===== src/design/utf8pe_pkg.sv =====
`timescale 1ns / 1ps

package utf8pe_pkg;

   localparam int DefaultQueueDepth = 4;

   localparam logic [7:0] CharPercent = 8'h25;
   localparam logic [7:0] CharNul     = 8'h00;

   typedef struct packed {
      logic [15:0] code_unit;
      logic        last_unit;
   } req_item_type;

   typedef struct packed {
      logic [7:0] out_char;
      logic       is_error;
      logic       run_end;
   } rsp_item_type;

   // one code point worth of work: utf-8 bytes in send order, or one error
   typedef struct packed {
      logic [3:0][7:0] bytes;
      logic [1:0]      last_idx;
      logic            is_error;
   } job_type;

   function automatic logic is_safe_byte(input logic [7:0] b);
      logic res;
      res = (b >= 8'h41 && b <= 8'h5a) || (b >= 8'h61 && b <= 8'h7a) ||
            (b >= 8'h30 && b <= 8'h39) || b == 8'h2e || b == 8'h2d ||
            b == 8'h5f || b == 8'h2f;
      return res;
   endfunction

   function automatic logic [7:0] hex_char(input logic [3:0] v);
      logic [7:0] res;
      if (v < 4'd10) begin
         res = 8'h30 + {4'b0, v};
      end else begin
         res = 8'h57 + {4'b0, v};
      end
      return res;
   endfunction

endpackage


===== src/design/utf8pe_front.sv =====
`timescale 1ns / 1ps

module utf8pe_front (
   input  logic                    clock,
   input  logic                    reset,
   input  logic                    req_push,
   input  utf8pe_pkg::req_item_type req_item,
   output logic                    req_full,
   input  logic                    q_full,
   output logic                    q_push,
   output utf8pe_pkg::job_type     q_job
);
   import utf8pe_pkg::*;

   logic [9:0]  pending_ff, pending_in;
   logic        have_pending_ff, have_pending_in;
   logic        discarding_ff, discarding_in;

   logic        accept;
   logic        is_low, is_high;
   logic        emit_cp, emit_err;
   logic [20:0] cp;

   assign req_full = q_full;
   assign accept   = req_push && !q_full;
   assign is_low   = req_item.code_unit[15:10] == 6'b110111;
   assign is_high  = req_item.code_unit[15:10] == 6'b110110;

   always_comb begin
      pending_in      = pending_ff;
      have_pending_in = have_pending_ff;
      discarding_in   = discarding_ff;
      emit_cp         = 1'b0;
      emit_err        = 1'b0;
      cp              = {5'b0, req_item.code_unit};
      if (!discarding_ff) begin
         if (have_pending_ff) begin
            if (is_low) begin
               cp      = {1'b0, pending_ff, req_item.code_unit[9:0]} + 21'h10000;
               emit_cp = 1'b1;
            end else begin
               emit_err      = 1'b1;
               discarding_in = 1'b1;
            end
            have_pending_in = 1'b0;
            pending_in      = '0;
         end else if (req_item.code_unit == 16'h0000) begin
            discarding_in = 1'b1;
         end else if (is_low) begin
            emit_err      = 1'b1;
            discarding_in = 1'b1;
         end else if (is_high) begin
            if (req_item.last_unit) begin
               emit_err = 1'b1;
            end else begin
               pending_in      = req_item.code_unit[9:0];
               have_pending_in = 1'b1;
            end
         end else begin
            emit_cp = 1'b1;
         end
      end
      // end of string puts everything back to the idle state
      if (req_item.last_unit) begin
         pending_in      = '0;
         have_pending_in = 1'b0;
         discarding_in   = 1'b0;
      end
   end

   // utf-8 byte split
   always_comb begin
      q_job          = '0;
      q_job.is_error = emit_err;
      if (cp < 21'h80) begin
         q_job.bytes[0] = {1'b0, cp[6:0]};
         q_job.last_idx = 2'd0;
      end else if (cp < 21'h800) begin
         q_job.bytes[0] = {3'b110, cp[10:6]};
         q_job.bytes[1] = {2'b10, cp[5:0]};
         q_job.last_idx = 2'd1;
      end else if (cp < 21'h10000) begin
         q_job.bytes[0] = {4'b1110, cp[15:12]};
         q_job.bytes[1] = {2'b10, cp[11:6]};
         q_job.bytes[2] = {2'b10, cp[5:0]};
         q_job.last_idx = 2'd2;
      end else begin
         q_job.bytes[0] = {5'b11110, cp[20:18]};
         q_job.bytes[1] = {2'b10, cp[17:12]};
         q_job.bytes[2] = {2'b10, cp[11:6]};
         q_job.bytes[3] = {2'b10, cp[5:0]};
         q_job.last_idx = 2'd3;
      end
      if (emit_err) begin
         q_job.last_idx = 2'd0;
      end
   end

   assign q_push = accept && (emit_cp || emit_err);

   always_ff @(posedge clock) begin
      if (reset) begin
         pending_ff      <= '0;
         have_pending_ff <= 1'b0;
         discarding_ff   <= 1'b0;
      end else if (accept) begin
         pending_ff      <= pending_in;
         have_pending_ff <= have_pending_in;
         discarding_ff   <= discarding_in;
      end
   end

endmodule


===== src/design/utf8pe_queue.sv =====
`timescale 1ns / 1ps

module utf8pe_queue #(
   parameter int Depth = utf8pe_pkg::DefaultQueueDepth
) (
   input  logic                clock,
   input  logic                reset,
   input  logic                push,
   input  utf8pe_pkg::job_type push_data,
   output logic                full,
   input  logic                pop,
   output utf8pe_pkg::job_type pop_data,
   output logic                empty
);
   import utf8pe_pkg::*;

   localparam int PtrWidth   = $clog2(Depth);
   localparam int CountWidth = $clog2(Depth + 1);

   job_type               entries_ff [Depth];
   logic [PtrWidth-1:0]   wr_ptr_ff, wr_ptr_in;
   logic [PtrWidth-1:0]   rd_ptr_ff, rd_ptr_in;
   logic [CountWidth-1:0] count_ff, count_in;
   logic                  do_push, do_pop;

   assign full     = count_ff == CountWidth'(Depth);
   assign empty    = count_ff == '0;
   assign do_push  = push && !full;
   assign do_pop   = pop && !empty;
   assign pop_data = entries_ff[rd_ptr_ff];

   always_comb begin
      wr_ptr_in = wr_ptr_ff;
      rd_ptr_in = rd_ptr_ff;
      count_in  = count_ff;
      if (do_push) begin
         wr_ptr_in = (wr_ptr_ff == PtrWidth'(Depth - 1)) ? '0 : wr_ptr_ff + 1'b1;
      end
      if (do_pop) begin
         rd_ptr_in = (rd_ptr_ff == PtrWidth'(Depth - 1)) ? '0 : rd_ptr_ff + 1'b1;
      end
      if (do_push && !do_pop) begin
         count_in = count_ff + 1'b1;
      end else if (do_pop && !do_push) begin
         count_in = count_ff - 1'b1;
      end
   end

   always_ff @(posedge clock) begin
      if (reset) begin
         wr_ptr_ff <= '0;
         rd_ptr_ff <= '0;
         count_ff  <= '0;
      end else begin
         wr_ptr_ff <= wr_ptr_in;
         rd_ptr_ff <= rd_ptr_in;
         count_ff  <= count_in;
      end
   end

   always_ff @(posedge clock) begin
      if (do_push) begin
         entries_ff[wr_ptr_ff] <= push_data;
      end
   end

endmodule


===== src/design/utf8pe_back.sv =====
`timescale 1ns / 1ps

module utf8pe_back (
   input  logic                     clock,
   input  logic                     reset,
   input  logic                     q_empty,
   input  utf8pe_pkg::job_type      q_job,
   output logic                     q_pop,
   output logic                     rsp_empty,
   input  logic                     rsp_pop,
   output utf8pe_pkg::rsp_item_type rsp_item
);
   import utf8pe_pkg::*;

   typedef enum logic [2:0] {
      PH_FIRST = 3'b001,
      PH_HI    = 3'b010,
      PH_LO    = 3'b100
   } phase_type;

   phase_type    phase_ff, phase_in;
   logic         job_valid_ff, job_valid_in;
   job_type      job_ff, job_in;
   logic [1:0]   idx_ff, idx_in;
   logic         out_valid_ff, out_valid_in;
   rsp_item_type out_ff, out_in;

   logic         can_emit, byte_done, job_done;
   logic [7:0]   cur_byte;
   rsp_item_type char_item;

   assign cur_byte = job_ff.bytes[idx_ff];
   assign can_emit = job_valid_ff && (!out_valid_ff || rsp_pop);

   always_comb begin
      char_item = '0;
      byte_done = 1'b0;
      if (job_ff.is_error) begin
         char_item.out_char = CharNul;
         char_item.is_error = 1'b1;
         byte_done          = 1'b1;
      end else begin
         unique case (phase_ff)
            PH_FIRST: begin
               if (is_safe_byte(cur_byte)) begin
                  char_item.out_char = cur_byte;
                  byte_done          = 1'b1;
               end else begin
                  char_item.out_char = CharPercent;
               end
            end
            PH_HI: begin
               char_item.out_char = hex_char(cur_byte[7:4]);
            end
            PH_LO: begin
               char_item.out_char = hex_char(cur_byte[3:0]);
               byte_done          = 1'b1;
            end
            default: begin
               char_item.out_char = CharNul;
            end
         endcase
      end
      job_done          = byte_done && (idx_ff == job_ff.last_idx);
      char_item.run_end = job_done;
   end

   assign q_pop = !q_empty && (!job_valid_ff || (can_emit && job_done));

   always_comb begin
      phase_in     = phase_ff;
      idx_in       = idx_ff;
      job_valid_in = job_valid_ff;
      job_in       = job_ff;
      out_valid_in = out_valid_ff;
      out_in       = out_ff;
      if (can_emit) begin
         out_valid_in = 1'b1;
         out_in       = char_item;
         if (job_done) begin
            job_valid_in = 1'b0;
            idx_in       = '0;
            phase_in     = PH_FIRST;
         end else if (byte_done) begin
            idx_in   = idx_ff + 1'b1;
            phase_in = PH_FIRST;
         end else begin
            phase_in = (phase_ff == PH_FIRST) ? PH_HI : PH_LO;
         end
      end else if (out_valid_ff && rsp_pop) begin
         out_valid_in = 1'b0;
      end
      if (q_pop) begin
         job_in       = q_job;
         job_valid_in = 1'b1;
         idx_in       = '0;
         phase_in     = PH_FIRST;
      end
   end

   always_ff @(posedge clock) begin
      if (reset) begin
         phase_ff     <= PH_FIRST;
         idx_ff       <= '0;
         job_valid_ff <= 1'b0;
         out_valid_ff <= 1'b0;
      end else begin
         phase_ff     <= phase_in;
         idx_ff       <= idx_in;
         job_valid_ff <= job_valid_in;
         out_valid_ff <= out_valid_in;
      end
   end

   always_ff @(posedge clock) begin
      job_ff <= job_in;
      out_ff <= out_in;
   end

   assign rsp_empty = !out_valid_ff;
   assign rsp_item  = out_ff;

endmodule


===== src/design/utf16_to_utf8_percent_encoder.sv =====
`timescale 1ns / 1ps
// channel   | direction | handshake            | payload
// req_      | in        | req_push / req_full  | req_item  (code_unit, last_unit)
// rsp_      | out       | rsp_empty / rsp_pop  | rsp_item  (out_char, is_error, run_end)
//
// the front takes one item per cycle while the job queue has room; items
// that give no result (held high surrogate, zero unit, discarded units) take no queue entry
// the back sends one character per cycle while the output register is free or popped; an item
// gives 1 character for a literal or error, 3 per escaped byte, up to 12 for a 4-byte code point
// reset (synchronous, high) empties the queue and the output register
// either side may stall; the job queue and the output register keep the other side moving

module utf16_to_utf8_percent_encoder #(
   parameter int QueueDepth = utf8pe_pkg::DefaultQueueDepth
) (
   input  logic                     clock,
   input  logic                     reset,
   input  logic                     req_push,
   input  utf8pe_pkg::req_item_type req_item,
   output logic                     req_full,
   output logic                     rsp_empty,
   input  logic                     rsp_pop,
   output utf8pe_pkg::rsp_item_type rsp_item
);
   import utf8pe_pkg::*;

   // front to queue
   logic    q_push;
   logic    q_full;
   job_type q_wr_job;

   // queue to back
   logic    q_pop;
   logic    q_empty;
   job_type q_rd_job;

   // surrogate joining, string state and utf-8 byte split
   utf8pe_front u_front (
      .clock    (clock),
      .reset    (reset),
      .req_push (req_push),
      .req_item (req_item),
      .req_full (req_full),
      .q_full   (q_full),
      .q_push   (q_push),
      .q_job    (q_wr_job)
   );

   // short job queue between the two halves
   utf8pe_queue #(
      .Depth (QueueDepth)
   ) u_queue (
      .clock     (clock),
      .reset     (reset),
      .push      (q_push),
      .push_data (q_wr_job),
      .full      (q_full),
      .pop       (q_pop),
      .pop_data  (q_rd_job),
      .empty     (q_empty)
   );

   // percent escaping, one character per cycle into the output register while it is free or popped
   utf8pe_back u_back (
      .clock     (clock),
      .reset     (reset),
      .q_empty   (q_empty),
      .q_job     (q_rd_job),
      .q_pop     (q_pop),
      .rsp_empty (rsp_empty),
      .rsp_pop   (rsp_pop),
      .rsp_item  (rsp_item)
   );

endmodule


===== config.mk =====
export PLATFORM = sky130hd
export DESIGN_NAME = utf16_to_utf8_percent_encoder
export DESIGN_NICKNAME = d
export VERILOG_FILES = /design/src/design/utf8pe_pkg.sv /design/src/design/utf8pe_front.sv /design/src/design/utf8pe_queue.sv /design/src/design/utf8pe_back.sv /design/src/design/utf16_to_utf8_percent_encoder.sv
export SDC_FILE = /design/constraint.sdc
export NUM_CORES = 1
export LEC_CHECK = 0
export ABC_AREA = 1
export BUFFER_PORTS_ARGS = -buffer_cell sky130_fd_sc_hd__buf_2
export CAP_MARGIN = 15
export CORE_MARGIN = 2
export CORE_UTILIZATION = 40
export CTS_BUF_LIST = sky130_fd_sc_hd__clkbuf_4 sky130_fd_sc_hd__clkbuf_8
export DETAILED_ROUTE_END_ITERATION = 10
export GPL_ROUTABILITY_DRIVEN = 0
export PLACE_DENSITY_LB_ADDON = 0.25
export SLEW_MARGIN = 10
export SYNTH_ARGS = -nofsm -noshare
export SYNTH_HDL_FRONTEND = slang
export SYNTH_SLANG_ARGS = --single-unit

===== constraint.sdc =====
create_clock -name clock -period 4.9 [get_ports clock]
set_input_delay 0.735 -clock clock [delete_from_list [all_inputs] [get_ports clock]]
set_output_delay 0.735 -clock clock [all_outputs]
set_load 0.03 [all_outputs]

==> summary by stage <==
Flow run
The number of max-cap violations is 0.

Route
The mean number of vias per cell is 5.176. The count of nets left with antenna violations after detail routing is 0. Wires add up to 19,220 um. In this run, the number of DRC markers left after iteration 0 of detailed routing was 398.

Detailed routing inserted a total of 6,051 vias. The first-pass iteration count of the detailed router is 5. In the final routed layout, each cell accounts on average for 16.44 um. After detailed routing, the number of remaining DRC violations is 0.

Synthesis
The average size of a mapped cell is 10.44 um^2. The synthesized area is 0.008843 mm^2. The fraction of registers with async set or reset after synthesis is 0%.

The share of the synthesized area in compound gates (AO/OA/AOI/OAI) is 11.74%. After synthesis, the netlist uses 56 different library cells. The synthesized netlist devotes 2.490% of its cell area to adder and majority cells. The post-synthesis share of cell area spent on and, or, nand and nor gates is 17.77%.

For this run, the leading register cell type out of synthesis is sky130_fd_sc_hd__edfxtp_1. In this run, synthesis produced a sequential element count of 191. When the netlist entered floorplanning its net count stood at 885. Of the total synthesized cell area, the portion taken by XOR and XNOR cells is 0.3962%.

The Yosys step of the flow raised 0 warnings. Multiplexer cells account for 0% of the synthesized area. Of the synthesized area, sequential elements account for 61.91%.

The number of enable flip-flop cells after synthesis is 165. In the synthesized netlist, the number of instances is 847. The dominant combinational cell family by area after synthesis is simple AND/OR/NAND/NOR gates.

Die
The initial utilization of the core area, before any placement, comes to 40.65%. The height of the die is 152.7 um. The total die area is 0.02331 mm^2. In this run the core area contains 54 standard-cell rows. The area inside the core boundary is 0.02176 mm^2. The die extent in x is 152.7 um. The number of ports placed on the die boundary is 33.

Timing
The minimum clock period is 3.923 ns. The final total negative setup slack is 0 ns. Measured against its own limit, the worst slew margin works out to 33.10%. Setup repair after global routing left no endpoint under its margin. The count of endpoints failing setup in the final report is 0. The worst setup margin is 0.9771 ns. The count of final max-slew check failures is 0. The worst clock skew is 0.01582 ns. The transition time at the pin with the least slew margin is 1.002 ns. Of the available clock period, the critical path in the final layout requires 80.06%.

For this run, the top clock speed supported by timing is 254.9 MHz. The number of endpoints with negative hold slack in the final report was 0. Final hold analysis gives a worst-case slack of 0.4779 ns.

Pwr
The analysis attributes to net switching a power of 2.082 mW. The peak supply drop is 0.0002055 V. The switching share of power is 38.56%. The power density over the cells is 556.3 mW/mm^2. For this design the static power due to leakage is 3.665 nW.

Combinational logic is responsible for 35.9% of the overall power. The internal power is 3.317 mW. The register share of total power is 43.1%. The post-layout total power is 5.398 mW. The share of power burned in the clock network is 21.0%.

GRT
Summed over all layers, the global routing overflow is 0. The number of antenna violations at the first check in global routing is 0. Entering global routing, the biggest net connects 67 pins. The first global-routing pass estimated 30,620 um of wire. The combined global-route utilization of all metal layers is 16.70%. The via count of the first global-routing pass is 5,637.

Clocking
The clock tree synthesis step divided the H-tree into 4 levels. The post-cts gate resize count is 0. Clock latency on the worst-skew pair, taken at its later pin, is 0.46 ns. TritonCTS created 17 clock buffers.

Clock-pin slew was measured on the worst setup and hold paths at 0.10 ns. The number of buffers inserted by hold repair at cts is 0. CTS saw 191 sinks. After clock tree synthesis, the setup repair step added 0 buffers. TritonCTS built the clock tree. The maximum clock insertion buffer count is 2. The clock root buffer is sky130_fd_sc_hd__clkbuf_8.

Place
The worst slack at placement is 0.9492 ns. The total instance count after detailed placement is 1,137. The number of I/O port buffers is 32. Detailed placement ended at an HPWL of 12,510 um.

Critical path
The largest fanout on the critical path is 18. The worst register-to-register path has a depth of 21. The path type of the worst setup path is reg -> reg.

The setup check on the worst reg-to-reg path leaves a slack of 0.98 ns. The worst register-to-register path begins at u_back.idx_ff[0]$_SDFFE_PP0P_. The destination of the worst register-to-register timing path is u_queue.count_ff[2]$_SDFFE_PP0P_. The data required time at the worst endpoint is 5.26 ns. STA puts the critical path data arrival time at 4.28 ns. The nature of the critical path startpoint is a flop.

The endpoint class of the critical path is a flop.

Worst hold path
The min-delay analysis places its worst path in the category reg -> reg. The startpoint of the tightest hold check path is u_front.pending_ff[1]$_SDFFE_PP0P_. The worst hold path depth is 2. The end point of the worst hold path is u_front.pending_ff[1]$_SDFFE_PP0P_.

Status
The run finished with clean final reports.

Layout
The antenna diode instance count is 0. The growth of design area from synthesis to finish is 9.734%. The finished layout holds 1,169 standard cells, fillers aside. The share of post-route cells with drive strength above 1 is 14.51%. The number of nets in the layout is 914.
[synthesized netlist by cell type, types with 6 or more instances]
library cell	instances	share of area (%)
sky130_fd_sc_hd__edfxtp_1	165	56
sky130_fd_sc_hd__clkbuf_1	22	0.93
sky130_fd_sc_hd__dfxtp_1	26	5.9
sky130_fd_sc_hd__nor2_1	107	4.5
sky130_fd_sc_hd__a21oi_1	31	1.8
sky130_fd_sc_hd__o21ai_1	8	0.45
sky130_fd_sc_hd__nor3_1	7	0.40
sky130_fd_sc_hd__nand2_1	134	5.7
sky130_fd_sc_hd__nand3_1	33	1.9
sky130_fd_sc_hd__o21ai_0	81	4.6
sky130_fd_sc_hd__nand2_2	13	0.92
sky130_fd_sc_hd__nor2_2	6	0.42
sky130_fd_sc_hd__o22ai_1	33	2.3
sky130_fd_sc_hd__inv_1	79	3.4
sky130_fd_sc_hd__ha_1	16	2.3
sky130_fd_sc_hd__nand4_1	6	0.42
[how the worst max path moves through the flow]
stage,startpoint,end,cells after the start
5_1_grt,u_back.idx_ff[0]$_SDFFE_PP0P_,u_queue.count_ff[2]$_SDFFE_PP0P_,21
2_1_floorplan,u_back.idx_ff[0]$_SDFFE_PP0P_,u_queue.count_ff[2]$_SDFFE_PP0P_,23
3_3_place_gp,u_back.idx_ff[0]$_SDFFE_PP0P_,u_queue.count_ff[2]$_SDFFE_PP0P_,21
6_report,u_back.idx_ff[0]$_SDFFE_PP0P_,u_queue.count_ff[2]$_SDFFE_PP0P_,21
3_5_place_dp,u_back.idx_ff[0]$_SDFFE_PP0P_,u_queue.count_ff[2]$_SDFFE_PP0P_,21
4_1_cts,u_back.idx_ff[0]$_SDFFE_PP0P_,u_queue.count_ff[2]$_SDFFE_PP0P_,21
[logic make-up (layout without fill, tap and decap cells)]
| group | count (synthesis) | in the layout |
|---|---|---|
| AND/OR/NAND/NOR | 335 | 335 |
| adder cells (fa/ha/maj) | 17 | 17 |
| flip-flops | 191 | 191 |
| other | 1 | 1 |
| XOR/XNOR | 4 | 4 |
| AO/OA/AOI/OAI | 181 | 181 |
| buffers and inverters | 118 | 160 |
[through the flow]
stage | util (%) | area (um^2)
5_1_grt | 44.61 | 9704
6_report | 44.61 | 9704
4_1_cts | 44.61 | 9704
3_5_place_dp | 42.59 | 9266
2_1_floorplan | - | 8843
3_3_place_gp | 42.59 | 9266
[area by class of cell]
| type | instances | area [um^2] |
|---|---|---|
| well taps | 280 | 350.3 |
| flip-flops and latches | 191 | 5477 |
| multi-input cells | 538 | 2879 |
| inverters | 88 | 340.3 |
| clock inverters | 15 | 203.9 |
| clock buffers | 17 | 234.0 |
| repair buffers | 40 | 220.2 |
| fillers | 2094 | 12050 |
[state kept, by name, summed over array words and instances (netlist names), 2 cells and up]
signal,cells
u_queue.entries_ff,124
u_queue.rd_ptr_ff,2
u_queue.wr_ptr_ff,2
u_front.pending_ff,10
u_back.idx_ff,2
u_back.job_ff,31
u_back.rsp_item,10
u_queue.count_ff,3
u_back.phase_ff,3
[critical path, stage by stage (launching register included)]
cell	delay, ns
sky130_fd_sc_hd__dfxtp_1	0.84
sky130_fd_sc_hd__inv_8	0.12
sky130_fd_sc_hd__nand2_1	0.09
sky130_fd_sc_hd__nand3_1	0.06
sky130_fd_sc_hd__nand2_1	0.18
sky130_fd_sc_hd__inv_1	0.11
sky130_fd_sc_hd__ha_1	0.22
sky130_fd_sc_hd__or3_1	0.36
sky130_fd_sc_hd__nand4_1	0.10
sky130_fd_sc_hd__nand2_2	0.08
sky130_fd_sc_hd__o21ai_4	0.21
sky130_fd_sc_hd__nand2_4	0.08
sky130_fd_sc_hd__nand3_2	0.09
sky130_fd_sc_hd__nand2_4	0.08
sky130_fd_sc_hd__nand2_4	0.08
sky130_fd_sc_hd__ha_1	0.14
sky130_fd_sc_hd__inv_1	0.07
sky130_fd_sc_hd__fa_1	0.44
sky130_fd_sc_hd__a21oi_1	0.14
sky130_fd_sc_hd__o21ai_0	0.11
sky130_fd_sc_hd__o21ai_0	0.15
sky130_fd_sc_hd__a21oi_1	0.05
[cell usage in the layout, fill, tap and decap left out, drive strengths merged, types with 2 or more instances in the layout]
cell type  instances
dfxtp             26
a22oi              4
buf               40
ha                16
nand3             38
clkinv             8
nor4               4
o22ai             33
a31oi              6
clkbuf            17
a32oi              2
o21ai             90
edfxtp           165
a21oi             32
a22o               2
nor3              11
bufinv             4
nand2            153
or2                4
a211oi             4
o221ai             2
nand4              7
xor2               3
inv               90
nor2             116
[routing by layer]
metal  GRT usage, %  up-vias  wire length (um)
met5              0        -                 0
met4          4.541        0               256
met3          3.157       16               799
met2          27.29      125              9132
met1          22.93     2910              9029
li1               -     3000                 -
[power by group through the flow]
stage / Sequential (mW) / Clock [mW] / Combinational [mW]
4_1_cts: 2.33 / 1.16 / 1.95
3_3_place_gp: 2.37 / 0 / 1.93
2_1_floorplan: 2.39 / 0 / 1.37
6_report: 2.33 / 1.13 / 1.94
3_5_place_dp: 2.37 / 0 / 1.94
5_1_grt: 2.36 / 1.23 / 2.20
Power figures use the tool's default switching activity.
